[src/hw/rtl/tcgr_pkg.sv]
// Shared constants, types and the fixed colour palette for the text cell glyph renderer.
// Used by tcgr_font_store, tcgr_pixel_serialiser and text_cell_glyph_renderer_core.
package tcgr_pkg;

  localparam int CELL_WIDTH  = 8;
  localparam int LINES_PER_GLYPH = 16;
  localparam int GLYPH_COUNT = 256;

  localparam int STORE_DEPTH = GLYPH_COUNT * LINES_PER_GLYPH;
  localparam int ADDR_W      = $clog2(STORE_DEPTH);
  localparam int CODE_W      = 8;
  localparam int LINE_W      = 4;
  localparam int ATTR_W      = 8;
  localparam int OFFSET_W    = $clog2(CELL_WIDTH);
  localparam int COLOUR_W    = 24;
  localparam int PAL_IDX_W   = 4;

  localparam logic [OFFSET_W-1:0] LAST_OFFSET = OFFSET_W'(CELL_WIDTH - 1);

  // operation codes (tuser bit 0)
  localparam logic OP_FONT_WRITE = 1'b0;
  localparam logic OP_RENDER     = 1'b1;

  // font banks
  localparam logic BANK_PRIMARY   = 1'b0;
  localparam logic BANK_SECONDARY = 1'b1;

  // attribute bit that picks the secondary font
  localparam int ATTR_FONT_BIT = 3;

  typedef logic [CELL_WIDTH-1:0] glyph_row_t;
  typedef logic [COLOUR_W-1:0]   colour_t;

  // one scan line of a cell, handed to the serialiser
  typedef struct packed {
    glyph_row_t          glyph_bits;
    logic [ATTR_W-1:0]   cell_attribute;
  } cell_line_t;

  // red in 7:0, green in 15:8, blue in 23:16
  localparam colour_t PALETTE [16] = '{
    24'h000000, 24'hAA0000, 24'h00AA00, 24'hAAAA00,
    24'h0000AA, 24'hAA00AA, 24'h0055AA, 24'hAAAAAA,
    24'h555555, 24'hFF5555, 24'h55FF55, 24'hFFFF55,
    24'h5555FF, 24'hFF55FF, 24'h55FFFF, 24'hFFFFFF
  };

endpackage

[src/hw/rtl/tcgr_pixel_serialiser.sv]
// Turns one glyph scan line into eight palette pixels, one item per cycle while pix_ready is high, MSB first.
// Depends on tcgr_pkg.
module tcgr_pixel_serialiser (
  input  logic                 clk,
  input  logic                 rst,
  input  logic                 load,
  input  tcgr_pkg::cell_line_t line,
  output logic                 load_ready,
  output logic                 pix_valid,
  input  logic                 pix_ready,
  output tcgr_pkg::colour_t    pix_colour,
  output logic [tcgr_pkg::OFFSET_W-1:0] pix_offset,
  output logic                 pix_last
);
  import tcgr_pkg::*;

  logic                busy;
  logic [OFFSET_W-1:0] idx;
  glyph_row_t          bits;
  colour_t             fg;
  colour_t             bg;

  assign load_ready = !busy || (pix_ready && idx == LAST_OFFSET);

  always_ff @(posedge clk) begin
    if (rst) begin
      busy <= 1'b0;
      idx  <= '0;
    end else if (load) begin
      busy <= 1'b1;
      idx  <= '0;
      bits <= line.glyph_bits;
      fg   <= PALETTE[line.cell_attribute[PAL_IDX_W-1:0]];
      bg   <= PALETTE[line.cell_attribute[ATTR_W-1:PAL_IDX_W]];
    end else if (busy && pix_ready) begin
      if (idx == LAST_OFFSET) begin
        busy <= 1'b0;
        idx  <= '0;
      end else begin
        idx  <= idx + OFFSET_W'(1);
        bits <= bits << 1;
      end
    end
  end

  assign pix_valid  = busy;
  assign pix_colour = bits[CELL_WIDTH-1] ? fg : bg;
  assign pix_offset = idx;
  assign pix_last   = (idx == LAST_OFFSET);

`ifndef NO_ASSERTIONS
  a_load_starts: assert property (@(posedge clk) disable iff (rst)
    load |=> busy && idx == '0)
    else $error("serialiser did not restart at offset zero");

  a_step: assert property (@(posedge clk) disable iff (rst)
    busy && pix_ready && idx != LAST_OFFSET |=> busy && idx == $past(idx) + OFFSET_W'(1))
    else $error("pixel offset did not advance");

  a_hold: assert property (@(posedge clk) disable iff (rst)
    busy && !pix_ready |=> busy && $stable(idx) && $stable(bits))
    else $error("stalled pixel changed");

  a_idle_idx: assert property (@(posedge clk) disable iff (rst)
    !busy |-> idx == '0)
    else $error("idle serialiser holds a non-zero offset");
`endif

endmodule

[config.mk]
export PLATFORM = sky130hd
export DESIGN_NAME = tcgr_pixel_serialiser
export DESIGN_NICKNAME = d
export VERILOG_FILES = /design/src/hw/rtl/tcgr_pkg.sv /design/src/hw/rtl/tcgr_pixel_serialiser.sv
export SDC_FILE = /design/constraint.sdc
export NUM_CORES = 1
export LEC_CHECK = 0
export ABC_AREA = 1
export BUFFER_PORTS_ARGS = -buffer_cell sky130_fd_sc_hd__buf_2
export CAP_MARGIN = 10
export CORE_MARGIN = 8
export CORE_UTILIZATION = 50
export DETAILED_ROUTE_END_ITERATION = 8
export GPL_TIMING_DRIVEN = 0
export PLACE_DENSITY = 0.84
export SYNTH_ARGS = -nofsm -noshare
export SYNTH_HDL_FRONTEND = slang
export SYNTH_SLANG_ARGS = --single-unit
[constraint.sdc]
create_clock -name clk -period 3.05 [get_ports clk]
set_clock_uncertainty 0.15 [all_clocks]
set_input_delay 0.61 -clock clk [delete_from_list [all_inputs] [get_ports clk]]
set_output_delay 0.61 -clock clk [all_outputs]
set_load 0.02 [all_outputs]
# ---- Yosys cells after proc, flatten, opt, wreduce, memory -nomap -nowiden
# Memory sizes are Yosys's and may differ from the RTL's. A register that Yosys moved wholly into a read port is not among the register bits.
# Cells that the tools add are included.
dict set report op_classes {
  n_addsub 1
  eq_ne 2
  n_mux 8
  n_bitwise 3
  n_reduce_logical 10
}
# operator count
set ops {}
lappend ops {{24-bit 2-to-1 mux} 1}
lappend ops {{8-bit 2-to-1 mux} 3}
lappend ops {{4-bit NOT with 5-bit output} 2}
lappend ops {{2-bit AND reduction} 2}
lappend ops {{2-bit nonzero test} 2}
lappend ops {{3-bit by 1-bit adder with 3-bit output (second input constant)} 1}
lappend ops {{3-bit == test (second input constant)} 1}
lappend ops {{1-bit 2-to-1 mux} 3}
lappend ops {{3-bit 2-to-1 mux} 1}
lappend ops {{3-bit AND reduction} 1}
lappend ops {{1-bit logical AND} 2}
lappend ops {{2-bit inequality test (second input constant)} 1}
lappend ops {{2-bit OR reduction} 1}
lappend ops {{1-bit logical NOT} 1}
lappend ops {{1-bit logical OR} 1}
lappend ops {{1-bit NOT} 1}
dict set report totals {
  reg_bits 12
  mem_bits_ro 768
  inputBits 20
  output_inout_bits 30
  elab_cells 29
  mem_count 2
}
# name words width rd rd_ports_with_merged_regs write_ports line_no
set memory_table {}
lappend memory_table {{(no name shown)} 16 24 1 1 0 tcgr_pixel_serialiser.sv:34} ;# bg <= PALETTE[line.cell_attribute[ATTR_W-1:PAL_IDX_W]];
lappend memory_table {{(no name shown)} 16 24 1 1 0 tcgr_pixel_serialiser.sv:33} ;# fg <= PALETTE[line.cell_attribute[PAL_IDX_W-1:0]];

# ---- Logic depth before layout (Yosys ltp)
# Gate-level depths: netlist (run 1).
dict set report depth {
  word_depth 4
  ltp_mapped 5
  ltp_nobuf 5
}

# ---- Worst setup path after synthesis (run 1)
# No wires, ideal clock.
dict set report synth_path {
  kind {flip-flop to output port}
  start {register bits[7]}
  end {output port pix_colour[16]}
  arrival_ns 1.641
  t_required_ns 2.290
  setup_slack_ns 0.649
  path_stages_with_launch 4
  path_buffers 2
  path_cell_list {edfxtp_1 -> buf_2 -> o21ai_0 -> buf_4}
}
dict set report synth_between {
  elab_chain_len 1
}
# item line_no
set synth_rtl {}
lappend synth_rtl {{start: declaration} tcgr_pixel_serialiser.sv:19} ;# glyph_row_t bits;
lappend synth_rtl {{start signal: assignment} tcgr_pixel_serialiser.sv:32} ;# bits <= line.glyph_bits;
lappend synth_rtl {{start signal: assignment} tcgr_pixel_serialiser.sv:41} ;# bits <= bits << 1;
lappend synth_rtl {{24-bit 2-to-1 mux} tcgr_pixel_serialiser.sv:47} ;# assign pix_colour = bits[CELL_WIDTH-1] ? fg : bg;
lappend synth_rtl {{end: declaration} tcgr_pixel_serialiser.sv:11} ;# output tcgr_pkg::colour_t pix_colour,
# No other way between the ends.

# ---- Worst setup path after layout (run 1)
dict set report layout_path {
  start {register bits[7]}
  end {output port pix_colour[4]}
}
# The elaborated chain is that of the path after synthesis.

==> summary.txt, run 1 <==
Status: completed
Post-CTS setup buffers: 0
Max-slew violations: 0
Cell internal pwr: 470.9 µW
Cell Rows: 17
Seq/Total Area, Yosys: 0.5451
CP required: 2.29 ns
CP Launch Type: register
IO buf count: 48
Endpoints failing hold: 0
Avg Inst Size Synth: 9.488 µm²
IO Count: 50
Clock sinks: 22
CP max-delay cell: o21ai_0
Hold path endpoint: fg[21]$_DFFE_PP_
Hold_sp: line[0]
Antenna cell count: 0
Critical R2R Capture: bits[5]$_DFFE_PP_
Gp weighted congestion: 0.7641
Iteration-0 DRC Markers: 16
Cts bufs inserted: 3
Number of global-route vias before repair: 917
Worst Path Arrival: 1.80 ns
Max-slew headroom: 0.5240
CP Depth: 4
Post-synth top area cell: edfxtp_1
CP max FO: 10
Switch Pwr: 195.2 µW
Reg2Reg Setup Slack: 1.36 ns
Worst R2R Path Depth: 5
Fraction of layout cells with a size suffix above 1: 0.4593
Sw Ratio: 0.2930
Max-cap viol count: 0
Fin crit share: 0.8388
Crit path top cell by count: buf_2
CP Cell Sequence: buf_2 -> o21ai_0 -> buf_4 -> buf_2
Sequential Power Share: 0.532
DP Wirelength: 1884 µm
Kind of end point of the critical path: output pin
Fmax: 390.9 MHz
Worst hold path type: input pin to register
Synth Cell Area: 1139 µm²
Initial antenna violation count: 0
Worst VDD drop: 0.3578 mV
Resize count post-CTS: 0
Area contributors post-synth: edfxtp_1 (47%), buf_4 (13%), nand2_1 (12%)
WL per Instance: 11.04 µm
Count of different cell masters after synthesis: 18
Post-synth top cells: nand2_1 (36), buf_4 (19), edfxtp_1 (18)
Global-route wire length before repair: 3643 µm
Worst setup path class: register to output pin
Ys Warns: 0
Residual DRC: 0
Place WS: 0.8158 ns
Register bit total from synthesis: 22
H-tree levels: 1
Synth Net Count: 143
Count leader, synth: nand2_1
Grt ovf: 0
Area delta synth->final: 26.48%
Number of flops mapped to enable cells by yosys: 18
Clock network fraction of total power: 0.197
Leak: 0.7684 nW
RR Startpoint: pix_offset[0]$_SDFFE_PP0P_
ANT nets after route: 0
Die Ht: 63.72 µm
Worst Tran Pin Value: 0.7065 ns
Slowest cell delay on critical path: 0.59 ns
Area of the multi-input gates: 300.3 µm²
Final setup violation count: 0
Worst hold stages: 1
Final setup margin: 0.4918 ns
Hold-fix buffers, CTS: 0
Die W: 63.72 µm
Std-Cell Core Area: 2191 µm²
Cell family with most CP delay: compound AO/OA/AOI/OAI gates
Mapped Cells: 120
Vias per std cell: 4.440
Worst skew pair latency: 0.30 ns
Pwr dens: 462.6 nW/µm²
Pre-antenna DRT Iters: 3
Initial Util: 0.5197
Gr usage total: 0.1060
Ys flop type: edfxtp_1
Largest net degree at the start of global routing: 13
Setup_tns: 0 ns
Synth top area share: 0.4747
WP buf/inv: 3
Vias: 888
Combinational share of power: 0.271
Unrepaired setup endpoints after global routing: no
Maximum clock path buffer count: 2
Post-synthesis async set-or-reset flop share: 0
Reg area: 620.6 µm²
Fin crit period: 2.558 ns
CTS root buffer: clkbuf_4
CTS tree: built
Fillers: 185
CTS clk-pin slew, worst paths: 0.12 ns
Final wirelength: 2208 µm
Final #Nets: 196
Die outline area: 4060 µm²
-- metal layers --
layer	global-route usage	wire length (µm)	vias to the layer above
li1	-	-	465
met1	0.1124	993	375
met2	0.1812	950	46
met3	0.05654	255	2
met4	0.02507	9	0
met5	0	0	-
-- how the worst max path moves through the flow --
stage / slack (ns) / startpoint / end
6_report: 0.49 / bits[7]$_DFFE_PP_ / pix_colour[4]
5_1_grt: 0.32 / bits[7]$_DFFE_PP_ / pix_colour[4]
2_1_floorplan: 0.65 / bits[7]$_DFFE_PP_ / pix_colour[16]
3_3_place_gp: 0.88 / bits[7]$_DFFE_PP_ / pix_colour[16]
4_1_cts: 0.47 / bits[7]$_DFFE_PP_ / pix_colour[4]
3_5_place_dp: 0.82 / bits[7]$_DFFE_PP_ / pix_colour[4]
-- power groups by stage --
stage	logic (mW)	clock network, mW	registers [mW]
after detailed placement	0.183	0	0.362
after CTS	0.184	0.134	0.355
after floorplan	0.122	0	0.363
after global placement	0.178	0	0.361
final	0.180	0.131	0.355
after global routing	0.199	0.148	0.357
-- per-stage QoR --
step	util	hold WS (ns)	total power [mW]	area (µm²)	instances
final	0.6573	0.3477	0.6661	1440	200
after global routing	0.6573	0.3278	0.7031	1440	200
after CTS	0.6573	0.3395	0.6728	1440	200
after detailed placement	0.6453	0.3574	0.5450	1414	196
after global placement	0.6453	0.3413	0.5389	1414	196
after floorplan	-	0.3374	0.4852	1139	120
-- cell families after synthesis --
kind of cell,count (synthesis),share of synthesized area
compound gates,10,0.04395
fa+ha+maj,3,0.03297
buf+inv,36,0.1912
flops,22,0.5451
simple gates,49,0.1868
-- layout by cell type, fill, tap and decap left out --
cell type	instances
inv_2	1
o21ai_0	5
edfxtp_1	18
inv_1	13
nand3_1	5
nand2_1	36
buf_4	19
buf_2	49
ha_1	3
nor2_4	2
o21ai_1	3
dfxtp_1	4
clkinv_1	1
nor2_1	3
clkbuf_4	3
nand2_2	1
a21oi_1	2
inv_4	1
buf_6	1
nor2_2	2
-- area by class of cell --
type                    count  share of cell area
repair buffers             48              0.1668
flip-flops and latches     22              0.4309
clock buffers               3             0.01564
inverters                  15             0.04083
clock inverters             1            0.002606
well taps                  28             0.02433
multi-input cells          62              0.2085
plain buffers              21              0.1103
-- registers in the layout, summed over array words and instances (netlist names) --
register,flops
fg,5
bits,8
pix_valid,1
pix_offset,3
bg,5
-- worst register-to-register path: stages (launching register included) --
cell and delay, ns:
dfxtp_1 0.36, ha_1 0.23, ha_1 0.19, nor2_2 0.12
nand2_1 0.05, nand2_1 0.27
No activity file was read; power rests on OpenSTA's default activity.
==> run 2, diff against run 1 <==
CORE_UTILIZATION = 42   (was 50)
PLACE_DENSITY = 0.75   (was 0.84)
clock period = 2.25 ns   (was 3.05 ns; I/O delays follow)
==> run 2 against run 1 <==
Against the previous run:
- die area rose by 14%
- register-to-register slack got worse by 0.80 ns
- via count rose by 0.34%
- sequential power rose by 36%
- critical path type unchanged
- routed wire length rose by 0.45%
- hold slack got worse by 0.16 ns
- utilization fell by 11 points
- sequential share of layout area fell by 0.22 points
- critical path depth did not move
- first-iteration DRC count rose by 75%
==> summary.txt, run 2 (synthesis results as in run 1) <==
Max-cap viol count: 0 (unchanged)
Worst Path Arrival: 1.47 ns (-0.33 ns)
GR Util met1: 0.1019 (-0.01052)
Vias: 891 (+0.34%)
Area of the multi-input gates: 304.0 µm² (+1.3%)
Worst VDD drop: 0.5359 mV (+50%)
Worst setup path class: register to output pin
Final setup violation count: 0 (unchanged)
CTS root buffer: clkbuf_4
Kind of end point of the critical path: output pin
Largest regs: bits x8, bg x5, fg x5
IO buf count: 48 (unchanged)
Worst hold path type: input pin to register
Cts bufs inserted: 3 (unchanged)
Die Ht: 68.07 µm (+6.8%)
Largest net degree at the start of global routing: 13 (unchanged)
Fmax: 483.3 MHz
CP Cell Sequence: buf_2 -> o21ai_2 -> buf_4 -> buf_2
Maximum clock path buffer count: 2 (unchanged)
Crit path top cell by count: buf_2
DP Wirelength: 1856 µm (-1.5%)
Pre-antenna DRT Iters: 4 (+1)
Gr usage total: 0.09413 (-0.01186)
Cells after DPL: 199 (+1.5%)
Reg area: 620.6 µm² (unchanged)
CP Launch Type: register
Final cell count without fillers: 203 (+1.5%)
Unrepaired setup endpoints after global routing: no
Slowest cell delay on critical path: 0.38 ns (-0.21 ns)
Die outline area: 4633 µm² (+14%)
Most used routing layer: met2
Fillers: 260 (+41%)
Clock sinks: 22 (unchanged)
Worst Tran Pin Value: 0.3332 ns (-0.3733 ns)
Number of global-route vias before repair: 903 (-1.5%)
Most common cell after layout, fill and taps aside: buf_2
Antenna cell count: 0 (unchanged)
Tot Pwr: 904.4 µW (+36%)
Vias per std cell: 4.389 (-1.1%)
Std-Cell Core Area: 2663 µm² (+22%)
Fin crit period: 2.069 ns
WP buf/inv: 3 (unchanged)
IO Count: 50 (unchanged)
Global-route wire length before repair: 3443 µm (-5.5%)
CTS tree: built
Status: completed
WL per Instance: 10.93 µm (-1.0%)
Final #Nets: 196 (unchanged)
Worst Hold Slack: 0.1845 ns (-0.1631 ns)
Fraction of layout cells with a size suffix above 1: 0.4651 (+0.005814)
Grt ovf: 0 (unchanged)
M3 GR Usage: 0.02782 (-0.02871)
Endpoints failing hold: 0 (unchanged)
Most flops, register: bits
Setup_tns: 0 ns (unchanged)
Cell Rows: 19 (+2)
Fin crit share: 0.9196
Die W: 68.07 µm (+6.8%)
Largest register FFs: 8 (unchanged)
Area delta synth->final: 27.14%
Hold-fix buffers, CTS: 0 (unchanged)
CP required: 1.65 ns (-0.64 ns)
Max-slew headroom: 0.7773 (+0.2533)
Iteration-0 DRC Markers: 28 (+12)
Pwr dens: 624.8 nW/µm² (+35%)
Residual DRC: 0 (unchanged)
Initial antenna violation count: 0 (unchanged)
Final wirelength: 2218 µm (+0.45%)
Most frequent cells in the layout: buf_2 (49), nand2_1 (36), buf_4 (19)
ANT nets after route: 0 (unchanged)
CTS clk-pin slew, worst paths: 0.11 ns (about the same)
Reg2Reg Setup Slack: 0.56 ns (-0.80 ns)
CP max-delay cell: edfxtp_1
Met2 Use GR: 0.1712 (-0.01008)
Initial Util: 0.4276 (-0.09207)
CP max FO: 10 (unchanged)
Leak: 0.7695 nW (+0.15%)
Post-CTS setup buffers: 0 (unchanged)
Post-layout util: 0.5437 (-0.1136)
Cell family with most CP delay: buffers and inverters
Max-slew violations: 0 (unchanged)
Gp weighted congestion: 0.7342 (-3.9%)
H-tree levels: 1 (unchanged)
Worst skew pair latency: 0.30 ns (about the same)
-- run 2: changes by cell type in the layout (fill, tap and decap cells not counted) --
cell,before,now
o21ai_1,3,7
clkinv_1,1,0
clkbuf_1,0,1
o21ai_2,0,1
o21ai_0,5,0
-- run 2: path summary, 6_finish.rpt --
| path | start | endpoint | cells past startpoint |
|---|---|---|---|
| worst max-delay path | bits[7]$_DFFE_PP_ | pix_colour[2] | 4 |
| worst min-delay path | line[3] | fg[22]$_DFFE_PP_ | 1 |
| worst max register to register | pix_offset[0]$_SDFFE_PP0P_ | bits[2]$_DFFE_PP_ | 5 |
| worst min register to register | bits[6]$_DFFE_PP_ | bits[7]$_DFFE_PP_ | 2 |
-- run 2: where the power goes --
group,switching (mW),leakage (nW),internal (mW)
Sequential,0.0106,0.204,0.471
Clock,0.107,0.0150,0.0689
Combinational,0.143,0.551,0.103
Total,0.261,0.770,0.643
-- run 2: repair_timing --
action                     in CTS  in global routing
gates resized for setup         1                  5
setup endpoints to repair       8                 15
pin swaps                       0                  0
-- run 2: layout make-up --
class / count / area share
flip-flops and latches: 22 / 0.4287
multi-input cells: 62 / 0.2100
repair buffers: 48 / 0.1659
plain buffers: 21 / 0.1098
inverters: 15 / 0.04062
well taps: 31 / 0.02679
clock buffers: 4 / 0.01815
-- run 2: per-layer routing --
layer	vias up	share of wire
li1	466	-
met1	383	0.40
met2	42	0.45
met3	0	0.15
met4	0	0
met5	-	0
-- run 2: through the flow --
| stage | cell area (µm²) | setup WS [ns] |
|---|---|---|
| global placement | 1418 | 0.2217 |
| CTS | 1444 | 0.005097 |
| finish | 1448 | 0.1809 |
| detailed placement | 1418 | 0.1318 |
| floorplan | 1139 | 0.009488 |
| global route | 1448 | 0.05699 |
==> run 3, diff against run 2 <==
RECOVER_POWER = 25   (was unset)
==> run 3 against run 2 <==
Against the previous run:
- fmax barely moved
- sequential share of layout area grew 0.37 points
- utilization down 0.47 points
- largest power group unchanged
- die area unchanged
- first-iteration DRC count unchanged
- sequential power barely moved
- power is 0.27% lower
- largest cell class unchanged
==> summary.txt, run 3 (synthesis results as in run 1) <==
Status: completed
Worst setup path class: register to output pin
H-tree levels: 1 (unchanged)
Cts bufs inserted: 3 (unchanged)
Antenna cell count: 0 (unchanged)
Number of global-route vias before repair: 903 (unchanged)
Hold_sp: line[3]
Gr usage total: 0.09413 (unchanged)
CTS root buffer: clkbuf_4
Vias per std cell: 4.355 (-0.79%)
Endpoints failing hold: 0 (unchanged)
Initial Util: 0.4276 (unchanged)
Die Ht: 68.07 µm (unchanged)
Worst hold path type: input pin to register
Max-slew violations: 0 (unchanged)
Cell family with most CP delay: buffers and inverters
Fmax: 483.3 MHz (about the same)
Final setup violation count: 0 (unchanged)
Fin crit share: 0.9196 (about the same)
Area delta synth->final: 26.04%
Worst Hold Slack: 0.1845 ns (-0.00001600 ns)
Worst Tran Pin Value: 0.5274 ns (+0.1942 ns)
Std-Cell Core Area: 2663 µm² (unchanged)
Unrepaired setup endpoints after global routing: no
Residual DRC: 0 (unchanged)
Iteration-0 DRC Markers: 28 (unchanged)
RR Startpoint: pix_offset[0]$_SDFFE_PP0P_
Final wirelength: 2213 µm (-0.23%)
Pre-antenna DRT Iters: 4 (unchanged)
CTS tree: built
Pwr dens: 628.5 nW/µm² (+0.60%)
Hold-fix buffers, CTS: 0 (unchanged)
Final setup margin: 0.1809 ns (-0.000006000 ns)
Final Cell Area: 1435 µm² (-0.86%)
CP max FO: 10 (unchanged)
DP Wirelength: 1856 µm (unchanged)
Worst skew pair latency: 0.30 ns (about the same)
CP Launch Type: register
Crit path top cell by count: buf_2
ANT nets after route: 0 (unchanged)
Global-route wire length before repair: 3443 µm (unchanged)
Reg2Reg Setup Slack: 0.56 ns (about the same)
M3 GR Usage: 0.02782 (unchanged)
Final cell count without fillers: 203 (unchanged)
Die W: 68.07 µm (unchanged)
CP required: 1.65 ns (about the same)
Initial antenna violation count: 0 (unchanged)
Largest regs: bits x8, bg x5, fg x5
Fin crit period: 2.069 ns (+0.000006000 ns)
Worst Path Arrival: 1.47 ns (about the same)
Slowest cell delay on critical path: 0.38 ns (about the same)
Worst VDD drop: 0.5354 mV (about the same)
Fraction of layout cells with a size suffix above 1: 0.4360 (-0.02907)
CP Cell Sequence: buf_2 -> o21ai_2 -> buf_4 -> buf_2
WP buf/inv: 3 (unchanged)
Worst hold stages: 1 (unchanged)
Final #Nets: 196 (unchanged)
CP max-delay cell: edfxtp_1
Max-slew headroom: 0.6484 (-0.1289)
GR Util met1: 0.1019 (unchanged)
Maximum clock path buffer count: 2 (unchanged)
WL per Instance: 10.90 µm (-0.23%)
Vias: 884 (-0.79%)
IO Count: 50 (unchanged)
CTS clk-pin slew, worst paths: 0.11 ns (about the same)
Post-layout util: 0.5390 (-0.004699)
Kind of end point of the critical path: output pin
Cell area after placement: 1418 µm² (unchanged)
IO buf count: 48 (unchanged)
Worst R2R Path Depth: 5 (unchanged)
Met2 Use GR: 0.1712 (unchanged)
Most frequent cells in the layout: buf_2 (45), nand2_1 (36), buf_4 (19)
Cell Rows: 19 (unchanged)
Hold path endpoint: fg[22]$_DFFE_PP_
Die outline area: 4633 µm² (unchanged)
Setup_tns: 0 ns (unchanged)
Cells after DPL: 199 (unchanged)
Critical R2R Capture: bits[2]$_DFFE_PP_
Largest register FFs: 8 (unchanged)
Most common cell after layout, fill and taps aside: buf_2
Leak: 0.7536 nW (-2.1%)
Clock sinks: 22 (unchanged)
Max-cap viol count: 0 (unchanged)
Tot Pwr: 902.0 µW (-0.27%)
Grt ovf: 0 (unchanged)
Most used routing layer: met2
Most flops, register: bits
Largest net degree at the start of global routing: 13 (unchanged)
Place WS: 0.1318 ns (unchanged)
Gp weighted congestion: 0.7342 (unchanged)
==> run 3: cell count changes in the layout (fill, tap and decap cells not counted), sizes merged <==
cell,delta
clkbuf,+5
buf,-5
==> run 3: worst register-to-register path, cell delays in order, from the launching register on <==
cell and delay [ns]:
dfxtp_1 0.36, ha_1 0.23, ha_1 0.19, nor2_2 0.12, nand2_1 0.06, nand2_1 0.26
==> run 3: worst max-delay path by stage <==
stage	from	end	slack, ns	depth (start not counted)
3_5_place_dp	bits[7]$_DFFE_PP_	pix_colour[2]	0.13	4
6_report	bits[7]$_DFFE_PP_	pix_colour[2]	0.18	4
4_1_cts	bits[7]$_DFFE_PP_	pix_colour[2]	0.005	4
5_1_grt	bits[7]$_DFFE_PP_	pix_colour[20]	0.06	4
3_3_place_gp	bits[7]$_DFFE_PP_	pix_colour[16]	0.22	4
2_1_floorplan	bits[7]$_DFFE_PP_	pix_colour[16]	0.009	3
==> run 3: cell type report <==
cell class / count / area [µm²]
Buffer: 21 / 151.4
Inverter: 15 / 58.81
Fill cell: 266 / 1227
Timing Repair Buffer: 48 / 235.2
Clock buffer: 4 / 26.28
Tap cell: 31 / 38.79
Multi-Input combinational cell: 62 / 304.0
Sequential cell: 22 / 620.6
==> run 3: repair_timing <==
action,CTS,global route
endpoints found under the setup margin,8,15
gates resized for setup,1,5
pin swaps,0,0
setup buffers,0,0
==> run 3: power by group <==
part           total [mW]  internal (mW)  leakage (nW)  switching, mW
registers           0.482          0.471         0.204         0.0106
logic               0.244          0.101         0.535          0.143
clock network       0.176         0.0689        0.0150          0.107
==> run 3: routing by layer <==
metal,vias up,share of wire
li1,466,-
met1,376,0.40
met2,42,0.44
met3,0,0.15
met4,0,0
met5,-,0
